<file path="config.mk">
export PLATFORM = sky130hd
export DESIGN_NAME = link_health_monitor_unit
export DESIGN_NICKNAME = d
export VERILOG_FILES = /design/src/hdl/lhm_pkg.sv /design/src/hdl/lhm_cfg_regs.sv /design/src/hdl/lhm_core.sv /design/src/hdl/lhm_out_skid.sv /design/src/hdl/link_health_monitor_unit.sv
export VERILOG_INCLUDE_DIRS = /design/src /design/src/hdl
export SDC_FILE = /design/constraint.sdc
export NUM_CORES = 1
export LEC_CHECK = 0
export ABC_CLOCK_PERIOD_IN_PS = 9100
export BUFFER_PORTS_ARGS = -buffer_cell sky130_fd_sc_hd__buf_2
export CORE_AREA = 2 2 102 104
export DETAILED_ROUTE_END_ITERATION = 7
export DIE_AREA = 0 0 104 106
export PLACE_DENSITY = 0.44
export SETUP_SLACK_MARGIN = 0.3
export SLEW_MARGIN = 40
export SYNTH_ARGS = -nofsm -noshare
export SYNTH_HDL_FRONTEND = slang
export SYNTH_HIERARCHICAL = 1
export SYNTH_SLANG_ARGS = --single-unit
</file>
<file path="constraint.sdc">
create_clock -name clk -period 9.1 [get_ports clk]
set_clock_uncertainty 0.15 [all_clocks]
set_input_delay 0.91 -clock clk [delete_from_list [all_inputs] [get_ports clk]]
set_output_delay 0.91 -clock clk [all_outputs]
set_load 0.005 [all_outputs]
</file>
<file path="src/hdl/link_health_monitor_unit_assert.svh">
// Assertion macros for the link health monitor.
`ifndef LINK_HEALTH_MONITOR_UNIT_ASSERT_SVH
`define LINK_HEALTH_MONITOR_UNIT_ASSERT_SVH
`ifndef SYNTHESIS
// Clocked property check, disabled while in reset.
`define LHM_ASSERT(lbl, clk, rst_n, prop, msg) \
  lbl: assert property (@(posedge clk) disable iff (!rst_n) prop) else $error(msg);
// Condition that must never be seen at a clock edge.
`define LHM_NEVER(lbl, clk, rst_n, cond, msg) \
  lbl: assert property (@(posedge clk) disable iff (!rst_n) !(cond)) else $error(msg);
`else
`define LHM_ASSERT(lbl, clk, rst_n, prop, msg)
`define LHM_NEVER(lbl, clk, rst_n, cond, msg)
`endif
`endif

</file>
<file path="src/hdl/lhm_pkg.sv">
// Shared types, codes and helpers of the link health monitor.
package lhm_pkg;

  localparam int COUNT_WIDTH = 8;
  localparam int CMP_W       = (COUNT_WIDTH > 8) ? COUNT_WIDTH : 8;
  localparam logic [COUNT_WIDTH-1:0] COUNT_MAX = {COUNT_WIDTH{1'b1}};

  localparam int CFG_IDX_W  = 2;
  localparam int CFG_DATA_W = 8;

  typedef enum logic [CFG_IDX_W-1:0] {
    REG_DOWN_MODE    = 2'd0,
    REG_UP_MODE      = 2'd1,
    REG_RETRY_LIMIT  = 2'd2,
    REG_UP_THRESHOLD = 2'd3
  } reg_idx_t;

  typedef enum logic [1:0] {
    DOWN_STOP    = 2'd0,
    DOWN_SUSPEND = 2'd1,
    DOWN_POST    = 2'd2,
    DOWN_RETRY   = 2'd3
  } down_mode_t;

  localparam logic UP_POST   = 1'b0;
  localparam logic UP_IGNORE = 1'b1;

  localparam logic [1:0] EVT_NONE = 2'd0;
  localparam logic [1:0] EVT_DOWN = 2'd1;
  localparam logic [1:0] EVT_UP   = 2'd2;

  typedef struct packed {
    down_mode_t down_mode;
    logic       up_mode;
    logic [7:0] retry_limit;
    logic [7:0] up_threshold;
  } lhm_cfg_t;

  typedef struct packed {
    logic       stopped;
    logic       suspended;
    logic [1:0] event_res;
  } lhm_result_t;

  function automatic logic [COUNT_WIDTH-1:0] sat_inc(input logic [COUNT_WIDTH-1:0] v);
    sat_inc = (v == COUNT_MAX) ? COUNT_MAX : v + 1'b1;
  endfunction

  // count >= limit with both sides widened to a common width
  function automatic logic count_ge(input logic [COUNT_WIDTH-1:0] cnt,
                                    input logic [7:0] lim);
    logic [CMP_W-1:0] a;
    logic [CMP_W-1:0] b;
    a = CMP_W'(cnt);
    b = CMP_W'(lim);
    count_ge = (a >= b);
  endfunction

endpackage

</file>
<file path="src/hdl/lhm_cfg_regs.sv">
// Configuration register bank of the link health monitor.
module lhm_cfg_regs
  import lhm_pkg::*;
(
  input  logic                  clk,
  input  logic                  rst_n,
  input  logic                  cfg_we,
  input  logic [CFG_IDX_W-1:0]  cfg_index,
  input  logic [CFG_DATA_W-1:0] cfg_wdata,
  output lhm_cfg_t              cfg
);

  lhm_cfg_t cfg_r;
  lhm_cfg_t cfg_nxt;

  always_comb begin
    cfg_nxt = cfg_r;
    if (cfg_we) begin
      case (reg_idx_t'(cfg_index))
        REG_DOWN_MODE:    cfg_nxt.down_mode    = down_mode_t'(cfg_wdata[1:0]);
        REG_UP_MODE:      cfg_nxt.up_mode      = cfg_wdata[0];
        REG_RETRY_LIMIT:  cfg_nxt.retry_limit  = cfg_wdata[7:0];
        REG_UP_THRESHOLD: cfg_nxt.up_threshold = cfg_wdata[7:0];
        default:          cfg_nxt = cfg_r;
      endcase
    end
  end

  always_ff @(posedge clk) begin
    if (!rst_n) begin
      cfg_r.down_mode    <= DOWN_STOP;
      cfg_r.up_mode      <= UP_POST;
      cfg_r.retry_limit  <= 8'd3;
      cfg_r.up_threshold <= 8'd3;
    end else begin
      cfg_r <= cfg_nxt;
    end
  end

  assign cfg = cfg_r;

endmodule

</file>
<file path="src/hdl/lhm_core.sv">
// Per-tick state update of the link health monitor.
module lhm_core
  import lhm_pkg::*;
(
  input  logic        clk,
  input  logic        rst_n,
  input  logic        accept,
  input  logic        alive,
  input  lhm_cfg_t    cfg,
  output lhm_result_t result
);
  `include "link_health_monitor_unit_assert.svh"

  logic                   last_alive_r, last_alive_nxt;
  logic                   retrying_r, retrying_nxt;
  logic [COUNT_WIDTH-1:0] retry_count_r, retry_count_nxt;
  logic                   suspend_flag_r, suspend_flag_nxt;
  logic                   stop_flag_r, stop_flag_nxt;
  logic [COUNT_WIDTH-1:0] up_count_r, up_count_nxt;
  logic [1:0]             event_nxt;

  always_comb begin
    last_alive_nxt   = last_alive_r;
    retrying_nxt     = retrying_r;
    retry_count_nxt  = retry_count_r;
    suspend_flag_nxt = suspend_flag_r;
    stop_flag_nxt    = stop_flag_r;
    up_count_nxt     = up_count_r;
    event_nxt        = EVT_NONE;

    if (stop_flag_r) begin
      // stopped: frozen
    end else if (suspend_flag_r) begin
      if (!alive) begin
        up_count_nxt = '0;
      end else begin
        up_count_nxt = sat_inc(up_count_r);
        if (count_ge(up_count_nxt, cfg.up_threshold)) begin
          suspend_flag_nxt = 1'b0;
        end
      end
    end else begin
      if (last_alive_r != alive) begin
        if (!alive) begin
          case (cfg.down_mode)
            DOWN_STOP:    stop_flag_nxt = 1'b1;
            DOWN_SUSPEND: begin
              suspend_flag_nxt = 1'b1;
              up_count_nxt     = '0;
            end
            DOWN_POST:    event_nxt = EVT_DOWN;
            default:      retrying_nxt = 1'b1;
          endcase
        end else begin
          if (cfg.up_mode == UP_POST) begin
            event_nxt = EVT_UP;
          end
          retrying_nxt    = 1'b0;
          retry_count_nxt = '0;
        end
      end
      if (retrying_nxt) begin
        retry_count_nxt = sat_inc(retry_count_nxt);
        if (count_ge(retry_count_nxt, cfg.retry_limit)) begin
          event_nxt        = EVT_DOWN;
          suspend_flag_nxt = 1'b1;
          up_count_nxt     = '0;
        end
      end
      last_alive_nxt = alive;
    end
  end

  always_ff @(posedge clk) begin
    if (!rst_n) begin
      last_alive_r   <= 1'b0;
      retrying_r     <= 1'b0;
      retry_count_r  <= '0;
      suspend_flag_r <= 1'b0;
      stop_flag_r    <= 1'b0;
      up_count_r     <= '0;
    end else if (accept) begin
      last_alive_r   <= last_alive_nxt;
      retrying_r     <= retrying_nxt;
      retry_count_r  <= retry_count_nxt;
      suspend_flag_r <= suspend_flag_nxt;
      stop_flag_r    <= stop_flag_nxt;
      up_count_r     <= up_count_nxt;
    end
  end

  assign result.event_res = event_nxt;
  assign result.suspended = suspend_flag_nxt;
  assign result.stopped   = stop_flag_nxt;

  `LHM_ASSERT(a_stop_sticks, clk, rst_n, stop_flag_r |=> stop_flag_r, "stop flag cleared")
  `LHM_NEVER(a_stop_quiet, clk, rst_n, stop_flag_r && (event_nxt != EVT_NONE), "event while stopped")

endmodule

</file>
<file path="src/hdl/lhm_out_skid.sv">
// Two-entry result buffer between the update logic and the result channel.
module lhm_out_skid
  import lhm_pkg::*;
(
  input  logic        clk,
  input  logic        rst_n,
  input  logic        push,
  input  lhm_result_t push_data,
  output logic        can_push,
  output logic        out_valid,
  input  logic        out_ready,
  output lhm_result_t out_data
);
  `include "link_health_monitor_unit_assert.svh"

  logic        main_v_r, main_v_nxt;
  logic        skid_v_r, skid_v_nxt;
  lhm_result_t main_d_r, main_d_nxt;
  lhm_result_t skid_d_r, skid_d_nxt;
  logic        pop;

  assign pop      = main_v_r && out_ready;
  assign can_push = !skid_v_r;

  always_comb begin
    main_v_nxt = main_v_r;
    skid_v_nxt = skid_v_r;
    main_d_nxt = main_d_r;
    skid_d_nxt = skid_d_r;
    if (skid_v_r) begin
      if (pop) begin
        main_d_nxt = skid_d_r;
        skid_v_nxt = 1'b0;
      end
    end else if (push) begin
      if (!main_v_r || pop) begin
        main_d_nxt = push_data;
        main_v_nxt = 1'b1;
      end else begin
        skid_d_nxt = push_data;
        skid_v_nxt = 1'b1;
      end
    end else if (pop) begin
      main_v_nxt = 1'b0;
    end
  end

  always_ff @(posedge clk) begin
    if (!rst_n) begin
      main_v_r <= 1'b0;
      skid_v_r <= 1'b0;
    end else begin
      main_v_r <= main_v_nxt;
      skid_v_r <= skid_v_nxt;
    end
  end

  always_ff @(posedge clk) begin
    main_d_r <= main_d_nxt;
    skid_d_r <= skid_d_nxt;
  end

  assign out_valid = main_v_r;
  assign out_data  = main_d_r;

  `LHM_ASSERT(a_skid_needs_main, clk, rst_n, skid_v_r |-> main_v_r, "skid full, main empty")
  `LHM_NEVER(a_no_push_full, clk, rst_n, skid_v_r && push, "push into full buffer")
  `LHM_ASSERT(a_skid_drain, clk, rst_n, (skid_v_r && pop) |=> (main_v_r && !skid_v_r), "skid drain lost")

endmodule

</file>
<file path="src/hdl/link_health_monitor_unit.sv">
// Top level of the link health monitor: config bank, tick update, result buffer.
//
// Link health monitor. Each input beat is one probe tick (in_tdata[0] = alive).
// Every accepted beat yields exactly one result beat giving the posted event
// (none, link down, link up) and the suspended and stopped flags after the tick.
// Throughput is one beat per clock while in_tready is high: the flag and counter
// update is a single combinational step, and the monitor state registers load on
// the accepting edge, where the result is also written into the output buffer.
// Results sit in a two-entry buffer, so in_tready stays high while one result waits
// and drops only when both entries are held by a stalled result channel. The user must
// write configuration (down_mode, up_mode, retry_limit, up_threshold at indexes 0..3)
// through cfg_we/cfg_index/cfg_wdata while the block is idle; it does not enforce this.
module link_health_monitor_unit
  import lhm_pkg::*;
(
  input  logic                  clk,
  input  logic                  rst_n,
  // probe ticks
  input  logic                  in_tvalid,
  output logic                  in_tready,
  input  logic [7:0]            in_tdata,   // [0] alive, [7:1] zero
  // results
  output logic                  out_tvalid,
  input  logic                  out_tready,
  output logic [7:0]            out_tdata,  // [1:0] event_res, [2] suspended, [3] stopped
  // configuration writes
  input  logic                  cfg_we,
  input  logic [CFG_IDX_W-1:0]  cfg_index,
  input  logic [CFG_DATA_W-1:0] cfg_wdata
);

  lhm_cfg_t    cfg;
  lhm_result_t tick_result;
  lhm_result_t out_result;
  logic        in_beat;
  logic        can_push;

  // beat accepted whenever the buffer has a free entry
  assign in_tready = can_push;
  assign in_beat   = in_tvalid && in_tready;

  lhm_cfg_regs u_cfg (
    .clk       (clk),
    .rst_n     (rst_n),
    .cfg_we    (cfg_we),
    .cfg_index (cfg_index),
    .cfg_wdata (cfg_wdata),
    .cfg       (cfg)
  );

  lhm_core u_core (
    .clk    (clk),
    .rst_n  (rst_n),
    .accept (in_beat),
    .alive  (in_tdata[0]),
    .cfg    (cfg),
    .result (tick_result)
  );

  lhm_out_skid u_out (
    .clk       (clk),
    .rst_n     (rst_n),
    .push      (in_beat),
    .push_data (tick_result),
    .can_push  (can_push),
    .out_valid (out_tvalid),
    .out_ready (out_tready),
    .out_data  (out_result)
  );

  // pack result fields, lowest first, zero filled
  assign out_tdata = {4'b0000, out_result.stopped, out_result.suspended,
                      out_result.event_res};

endmodule
</file>
==> results.yml, run 1 <==
outcome:
  status: "completed"
synth:
  syn_inst: 331
  synth_top_family_by_area: "simple AND/OR/NAND/NOR gates"
  synth_mux_area_share_pct: 9.32
  synth_area_leaders: "dfxtp_1, edfxtp_1, ha_1"
  ys_seq_area_share_pct: 36.6
  ys_warn_count: 6
  synth-main-ff-cell: "dfxtp_1"
  synth_area_um2: 2900
  synthXorXnorAreaFrac_pct: 0.604
  post-synth-top-area-fraction_pct: 28.3
  ys_seq_elements: 49
  synthArstFlopShare_pct: 0
  synth_edf_count: 8
  synth-compound-area-share_pct: 15.0
  ys_types: 53
  syn_area_per_cell_um2: 8.76
  yosys.area_share.adder_pct: 7.77
  synth_area_leader_cell: "dfxtp_1"
  synth-simple-area-share_pct: 22.6
placed_design:
  gp_congestion: 0.742
  place_area_um2: 3080
  hpwl_um: 4520
  portBuffers: 21
  dp_cells: 476
cells_and_area:
  fill_cells: 1114
  nets: 388
  stdcell_area_um2: 3180
  insertedDiodeCount: 0
  drive_above_1_share_pct: 12.1
  syn2layout_area_growth_pct: 9.53
  final_cells: 484
floorplan:
  die_w_um: 104
  dieArea_um2: 11000
  num_rows: 37
  initial_core_util_pct: 29.0
  coreArea_um2: 10000
  io_pins: 33
  fp.dieH_um: 106
drt:
  dr_total_vias: 2222
  via_per_inst: 4.59
  drtAntennaViolNets: 0
  dr.pass1.iters: 4
  drtIter0Drc: 74
  wl_per_cell_um: 12.7
  wirelength_um: 6140
  drc: 0
worst_setup_path:
  cpLargestDelayFamily: "simple AND/OR/NAND/NOR gates"
  worstPathCellList: "buf_2, nand2b_1, and2_1, ha_1, and4_1, nand4_1, and3_1, ha_1, nand2b_1, a2111o_1, a21oi_1, o21ai_0, a22o_1, mux2_4"
  reg2reg_slack_ns: 5.02
  arrival_ns: 4.25
  startpoint_type: "input pin"
  critical_path_class: "input pin to flop"
  critPathSlowestCell: "a2111o_1"
  cp.required_ns: 9.02
  critical_path_buf_inv_count: 1
  critical_path.max_fanout: 10
  end_kind: "flop"
  cp_slowest_stage_delay_ns: 0.42
timing:
  timing_max_transition_violations_final: 0
  hold_violations: 0
  max_freq_mhz: 230
  slew_headroom_pct: 47.6
  final.setup.tns_ns: 0
  worst_pin_slew_ns: 0.786
  rsz0062_at_grt: "false"
  finalCriticalPeriod_ns: 4.34
  setup_violations: 0
  period_share_pct: 47.7
run:
  maxCapViolations: 0
clock_tree:
  cts-resized-gates: 0
  cts_made_buffers: 5
  clkSlewWorstSetupHoldPaths_ns: 0.09
  cts_hold_buf: 0
  postCtsSetupBuffers: 0
  clk_latency_ns: 0.30
  cts_max_level: 2
  cts_tree: "built"
  clock_path_buffers: 2
  clkSinkCount: 49
  root_buffer: "clkbuf_8"
global_route:
  grt_max_degree: 49
  gr-total-overflow: 0
  grt_pass1_wl_um: 10300
  grtUsageTotal_pct: 11.4
  grt_pass1_vias: 2175
  antenna_found_initial: 0
power:
  ir_worst_vdd_mv: 0.0545
  leakagePower_nw: 1.33
  power.density_nw_per_um2: 129
min_path:
  hp-class: "flop to flop"
==> stage by stage <==
stage | hold WS, ns | total power (W) | utilization [%] | setup WS, ns
global route | 0.336 | 0.000435 | 31.8 | 4.55
finish | 0.312 | 0.000411 | 31.8 | 4.76
CTS | 0.316 | 0.000421 | 31.8 | 4.77
floorplan | 0.285 | 0.000268 | - | 4.85
global placement | 0.298 | 0.000278 | 30.7 | 4.35
detailed placement | 0.303 | 0.000279 | 30.8 | 4.45
==> final timing paths <==
path	startpoint	cells past startpoint	to
worst max register to register	u_core/last_alive_r	13	u_out/out_data[2]
worst min-delay path	u_cfg/cfg[14]	2	u_cfg/cfg[14]
worst max-delay path	in_tdata[0]	14	u_out/out_data[2]
worst min register to register	u_cfg/cfg[14]	2	u_cfg/cfg[14]
==> cell families after synthesis <==
logic type,after synthesis
adder cells (fa/ha/maj),18
AND/OR/NAND/NOR,126
XOR/XNOR,2
buffers and inverters,46
AO/OA/AOI/OAI,64
flip-flops,49
multiplexers,25
other,1
==> metal layers <==
layer	track usage (%)	share of wire, %
met5	0	0
met4	3.19	1.2
met3	2.33	2.7
met2	19.3	46
met1	14.9	50
==> cell usage in the layout, fill, tap and decap left out, drive strengths merged, types with 3 or more instances in the layout <==
cell | synthesis | final
a21oi | 13 | 13
clkbuf | 3 | 7
nor2b | 17 | 17
and2 | 7 | 7
nand2 | 35 | 35
or2 | 3 | 3
or3 | 4 | 4
o21ai | 14 | 14
nand3b | 5 | 5
inv | 28 | 28
nor3 | 4 | 4
a211oi | 4 | 4
nor4 | 3 | 3
buf | 15 | 23
o31ai | 3 | 3
nand2b | 5 | 5
and3 | 6 | 6
dfxtp | 41 | 41
a21o | 3 | 3
ha | 18 | 18
conb | 1 | 4
nand3 | 8 | 8
mux2i | 21 | 21
edfxtp | 8 | 8
a31oi | 3 | 3
nor2 | 22 | 22
o2bb2ai | 3 | 3
mux2 | 4 | 4
a22oi | 5 | 5
==> synth_stat cells (3+ instances only) <==
cell type  number
a22oi_1         5
nor2_1         21
clkbuf_1        3
nand2_1        35
edfxtp_1        8
a21o_1          3
or2_2           3
o31ai_1         3
nor4_1          3
and3_1          6
ha_1           18
inv_1          27
a211oi_1        4
buf_6           3
nand3b_1        5
or3_1           4
o21ai_0        14
nor2b_1        17
nand2b_1        5
nor3_1          4
buf_4           9
a21oi_1        13
and2_1          7
mux2i_1        21
a31oi_1         3
o2bb2ai_1       3
nand3_1         8
mux2_4          4
dfxtp_1        41
==> state kept, by name (all words and copies together) (netlist names), 4 cells and up <==
name and count:
u_out/skid_d_r 4, u_core/up_count_r 8, u_core/retry_count_r 8, u_out/out_data 4
u_cfg/cfg 19
==> final cells by class <==
type	count	area (um^2)	share of cell area [%]
clock buffers	7	86.3	2.72
clock inverters	1	7.51	0.236
inverters	28	105	3.31
multi-input cells	239	1620	51.0
flip-flops and latches	49	1060	33.4
well taps	136	170	5.36
repair buffers	24	128	4.02
==> power by group <==
group	switching [W]	internal, W	total [W]
logic	0.0000231	0.0000182	0.0000414
clock network	0.0000756	0.0000620	0.000138
registers	0.00000497	0.000227	0.000232
==> worst reg2reg max path: stages (launching register included) <==
cell and delay [ns]:
dfxtp_1 0.45, nand2b_1 0.32, and2_1 0.18, ha_1 0.24, and4_1 0.26, nand4_1 0.23, and3_1 0.27, ha_1 0.26
nand2b_1 0.14, a2111o_1 0.42, a21oi_1 0.22, o21ai_0 0.16, a22o_1 0.27, mux2_4 0.27
(Power assumes the default switching activity.)
==> run 2: changes to the inputs <==
--- a/config.mk
+++ b/config.mk
@@ -6,7 +6,7 @@
 export SDC_FILE = /design/constraint.sdc
 export NUM_CORES = 1
 export LEC_CHECK = 0
-export ABC_CLOCK_PERIOD_IN_PS = 9100
+export ABC_CLOCK_PERIOD_IN_PS = 4100
 export BUFFER_PORTS_ARGS = -buffer_cell sky130_fd_sc_hd__buf_2
 export CORE_AREA = 2 2 102 104
 export DETAILED_ROUTE_END_ITERATION = 7
==> constraint.sdc (replaced) <==
create_clock -name clk -period 4.1 [get_ports clk]
set_clock_uncertainty 0.15 [all_clocks]
set_input_delay 0.41 -clock clk [delete_from_list [all_inputs] [get_ports clk]]
set_output_delay 0.41 -clock clk [all_outputs]
set_load 0.005 [all_outputs]
==> run 2 against run 1 <==
Against the previous run: utilization is 0.39 points higher; final cell count grew 0.83%; non-clock buffer count up 4; worst setup slack got worse by 4.3 ns; flip-flop and latch count unchanged; global-route usage grew 0.37 points; cell area up 1.2%; via count rose by 2.6%; hold slack worse by 0.16 ns; die area stayed put; sequential share of layout area shrank 0.29 points.
==> results.yml, run 2 (synthesized netlist as in run 1, its figures left out) <==
timing:
  timing_max_transition_violations_final: 0
  max_freq_mhz: 278
  slew_headroom_pct: 63.0
  finalCriticalPeriod_ns: 3.59
  period_share_pct: 87.6
  final.setup.tns_ns: 0
  setup_violations: 0
  worst_pin_slew_ns: 0.554
  hold_violations: 0
  rsz0062_at_grt: "false"
  setup_ws_ns: 0.509
worst_setup_path:
  cpLargestDelayFamily: "simple AND/OR/NAND/NOR gates"
  critPathSlowestCell: "a2111o_1"
  cp_common_cell: "ha_1"
  arrival_ns: 3.51
  critical_path_class: "flop to flop"
  end_kind: "flop"
  startpoint_type: "flop"
  critical_path_buf_inv_count: 0
  cp_slowest_stage_delay_ns: 0.45
  worstPathCellList: "nand2b_4, and2_1, ha_1, and4_1, nand4_1, and3_1, ha_1, nand2b_1, a2111o_1, a21oi_2, o21ai_0, a22o_1, mux2_4"
  cp.required_ns: 4.02
  critical_path.max_fanout: 6
floorplan:
  num_rows: 37
  die_w_um: 104
  fp.dieH_um: 106
  coreArea_um2: 10000
  initial_core_util_pct: 29.0
  io_pins: 33
  dieArea_um2: 11000
drt:
  dr.pass1.iters: 4
  drtAntennaViolNets: 0
  wirelength_um: 6350
  dr_total_vias: 2280
  drtIter0Drc: 53
  wl_per_cell_um: 13.0
  drc: 0
  via_per_inst: 4.67
placed_design:
  portBuffers: 21
  hpwl_um: 4620
  gp_congestion: 0.758
  preCtsSetupSlack_ns: 0.224
  place_area_um2: 3110
min_path:
  hp-class: "input pin to flop"
clock_tree:
  cts_hold_buf: 0
  root_buffer: "clkbuf_8"
  clkSlewWorstSetupHoldPaths_ns: 0.10
  clkSinkCount: 49
  clk_latency_ns: 0.31
  postCtsSetupBuffers: 0
  clock_path_buffers: 2
  cts_tree: "built"
  cts_max_level: 2
  cts_made_buffers: 5
cells_and_area:
  seqCellArea_um2: 1060
  stdcell_area_um2: 3220
  syn2layout_area_growth_pct: 10.9
  multiInputGateArea_um2: 1630
  insertedDiodeCount: 0
  largest_reg_flops: 19
  drive_above_1_share_pct: 13.9
  nets: 392
  layout_common_cells: "dfxtp_1, nand2_1, inv_1"
  layout_commonest_cell: "dfxtp_1"
  fill_cells: 1131
  final_util_pct: 32.2
power:
  ir_worst_vdd_mv: 0.131
  power.density_nw_per_um2: 285
  leakagePower_nw: 1.34
outcome:
  status: "completed"
global_route:
  grt_pass1_vias: 2156
  antenna_found_initial: 0
  gr-total-overflow: 0
  grtUsageTotal_pct: 11.8
  grt_pass1_wl_um: 10500
  grt_max_degree: 49
run:
  maxCapViolations: 0
## run 2: final cells by class
class | instances | share of cell area (%)
clock buffer | 6 | 2.26
clock inverter | 2 | 0.467
inverter | 28 | 3.27
multi-input combinational | 239 | 50.7
sequential | 49 | 33.1
tap | 136 | 5.29
timing repair buffer | 28 | 4.90
## run 2: power by group
group,switching (W),total (W),internal (W)
Clock,0.000183,0.000304,0.000121
Combinational,0.0000534,0.0000963,0.0000429
Sequential,0.0000106,0.000515,0.000505
Total,0.000247,0.000915,0.000668
## run 2: worst register-to-register path, delay by kind of cell, from the launching register on
family / cells / cell delay (ns)
flip-flops: 1 / 0.39
AND/OR/NAND/NOR: 6 / 1.09
AO/OA/AOI/OAI: 4 / 1.05
adder cells (fa/ha/maj): 2 / 0.42
multiplexers: 1 / 0.27
## run 2: worst paths after layout
| kind | from | slack [ns] | cells after the start | end |
|---|---|---|---|---|
| hold reg to reg | u_cfg/cfg[4] | 0.31 | 2 | u_cfg/cfg[4] |
| setup / recovery | u_core/last_alive_r | 0.51 | 13 | u_out/out_data[2] |
| setup reg to reg | u_core/last_alive_r | 0.51 | 13 | u_out/out_data[2] |
| hold / removal | out_tready | 0.15 | 2 | u_out/skid_v_r |
## run 2: layer usage
metal / vias up / share of wire [%] / GRT usage, % / wire length, um
met5: - / 0 / 0 / 0
met1: 1054 / 51 / 15.7 / 3230
met3: 4 / 2.9 / 2.45 / 182
met4: 0 / 0.84 / 3.38 / 53
li1: 1190 / - / - / -
met2: 32 / 45 / 19.4 / 2880
## run 2: through the flow
step	hold slack [ns]	total power [W]	instances
floorplan	0.285	0.000595	334
global placement	0.298	0.000621	480
detailed placement	0.302	0.000622	480
CTS	0.139	0.000927	488
global route	0.145	0.000961	488
finish	0.149	0.000915	488
## run 2: timing repair
item	in CTS	in global routing
cloned	0	0
endpoints found under the setup margin	1	2
gates resized for setup	1	4
==> run 3: changes to the inputs <==
--- a/config.mk
+++ b/config.mk
@@ -6,12 +6,12 @@
 export SDC_FILE = /design/constraint.sdc
 export NUM_CORES = 1
 export LEC_CHECK = 0
-export ABC_CLOCK_PERIOD_IN_PS = 4100
+export ABC_CLOCK_PERIOD_IN_PS = 3110
 export BUFFER_PORTS_ARGS = -buffer_cell sky130_fd_sc_hd__buf_2
 export CORE_AREA = 2 2 102 104
 export DETAILED_ROUTE_END_ITERATION = 7
 export DIE_AREA = 0 0 104 106
-export PLACE_DENSITY = 0.44
+export PLACE_DENSITY = 0.45
 export SETUP_SLACK_MARGIN = 0.3
 export SLEW_MARGIN = 40
 export SYNTH_ARGS = -nofsm -noshare
==> constraint.sdc (replaced) <==
create_clock -name clk -period 3.11 [get_ports clk]
set_clock_uncertainty 0.15 [all_clocks]
set_input_delay 0.311 -clock clk [delete_from_list [all_inputs] [get_ports clk]]
set_output_delay 0.311 -clock clk [all_outputs]
set_load 0.005 [all_outputs]
==> run 3 against run 2 <==
Against the previous run: the flow now finishes with violations (negative setup slack); critical path depth is the same; global-route usage grew 0.90 points; maximum frequency grew 12%; sequential share of layout area shrank 3.4 points; critical endpoint unchanged; total power grew 40%; utilization grew 3.6 points; register-to-register slack lost 0.61 ns; non-clock buffer count grew 26; worst setup slack lost 0.61 ns; highest routed layer unchanged; final cell count grew 5.3%; flip-flop and latch count is the same.
==> results.yml, run 3 (synthesized netlist as in run 1, its figures left out) <==
outcome:
  status: "finished, violations left"
  violations: "negative setup slack"
worst_setup_path:
  critPathSlowestCell: "a2111o_1"
  cp.required_ns: 3.04
  critical_path.max_fanout: 4
  cp_common_cell: "nand2b_4"
  end_kind: "flop"
  startpoint_type: "flop"
  worstPathCellList: "nand2b_4, and2_4, ha_4, and4_1, nand4_1, and3_1, ha_1, nand2b_4, a2111o_1, a21oi_2, o21ai_1, a22o_1, mux2_4"
  cp_slowest_stage_delay_ns: 0.44
  critical_path_class: "flop to flop"
  arrival_ns: 3.14
cells_and_area:
  layout_common_cells: "dfxtp_1, nand2_1, buf_4"
  final_util_pct: 35.7
  largest_reg_flops: 19
  nets: 418
  layout_commonest_cell: "dfxtp_1"
  fill_cells: 1085
  drive_above_1_share_pct: 25.7
  syn2layout_area_growth_pct: 23.2
  insertedDiodeCount: 0
power:
  ir_worst_vdd_mv: 0.192
  leakagePower_nw: 1.53
  power.density_nw_per_um2: 358
drt:
  drtAntennaViolNets: 0
  via_per_inst: 4.67
  wl_per_cell_um: 13.0
  dr_total_vias: 2400
  drtIter0Drc: 59
  wirelength_um: 6680
  drc: 0
  dr.pass1.iters: 4
min_path:
  hp-class: "input pin to flop"
placed_design:
  preCtsSetupSlack_ns: -0.237
  hpwl_um: 4960
  gp_congestion: 0.771
  portBuffers: 21
clock_tree:
  root_buffer: "clkbuf_8"
  clkSinkCount: 49
  clk_latency_ns: 0.32
  clkSlewWorstSetupHoldPaths_ns: 0.10
  clock_path_buffers: 2
  cts_tree: "built"
  cts_max_level: 2
  cts_made_buffers: 5
timing:
  period_share_pct: 103
  rsz0062_at_grt: "true"
  setup_violations: 4
  slew_headroom_pct: 62.9
  setup_ws_ns: -0.104
  hold_violations: 0
  worst_pin_slew_ns: 0.555
  max_freq_mhz: 311
  finalCriticalPeriod_ns: 3.21
  timing_max_transition_violations_final: 0
global_route:
  antenna_found_initial: 0
  grt_pass1_wl_um: 11300
  grtUsageTotal_pct: 12.7
  gr-total-overflow: 0
  grt_pass1_vias: 2365
  grt_max_degree: 32
floorplan:
  io_pins: 33
  initial_core_util_pct: 29.0
  num_rows: 37
  coreArea_um2: 10000
  die_w_um: 104
  fp.dieH_um: 106
  dieArea_um2: 11000
run:
  maxCapViolations: 0
## run 3: worst max-delay path, delay by kind of cell (launching register included)
kind / cells / cell delay (ns)
compound gates: 4 / 0.94
fa+ha+maj: 2 / 0.39
flops: 1 / 0.34
mux: 1 / 0.26
simple gates: 6 / 0.91
## run 3: metrics by stage
step	hold slack, ns	instance area (um^2)	setup TNS, ns	total power, W	cells
after global placement	0.297	3290	-0.292	0.000830	498
final	0.0503	3570	-0.250	0.00128	514
after floorplan	0.258	2970	-0.528	0.000789	334
after detailed placement	0.302	3290	-0.539	0.000832	498
after CTS	0.0382	3560	-0.335	0.00131	514
after global routing	0.0309	3570	-1.94	0.00136	514
## run 3: path summary, 6_finish.rpt
path                  startpoint                end  slack [ns]  cells after the start
max          u_core/last_alive_r  u_out/out_data[2]       -0.10                     13
min                   out_tready     u_out/skid_v_r        0.05                      2
max reg2reg  u_core/last_alive_r  u_out/out_data[2]       -0.10                     13
min reg2reg         u_cfg/cfg[5]       u_cfg/cfg[5]        0.31                      2
## run 3: layout make-up
class | count | area, um^2 | area share, %
multi-input cells | 239 | 1770 | 49.5
clock inverters | 2 | 17.5 | 0.490
flip-flops and latches | 49 | 1060 | 29.7
clock buffers | 6 | 93.8 | 2.63
inverters | 28 | 105 | 2.94
repair buffers | 54 | 357 | 9.98
well taps | 136 | 170 | 4.76
## run 3: layer usage
layer  vias up  share of wire (%)  global-route usage [%]
li1       1247                  -                       -
met1      1114                 47                    15.6
met2        33                 49                    22.3
met3         6                2.7                    2.58
met4         0                1.3                    4.05
met5         -                  0                       0
## run 3: power by group
group / switching (W) / internal, W / total [W]
Clock: 0.000247 / 0.000214 / 0.000461
Sequential: 0.0000134 / 0.000666 / 0.000679
Combinational: 0.0000766 / 0.0000644 / 0.000141
## run 3: timing repair
action                     in CTS  in global routing
setup endpoints to repair      13                 13
buffers inserted                8                  0
hold buffers                    0                  0
pin swaps                      17                  0
resized for setup              20                  4
gates cloned                    0                  0
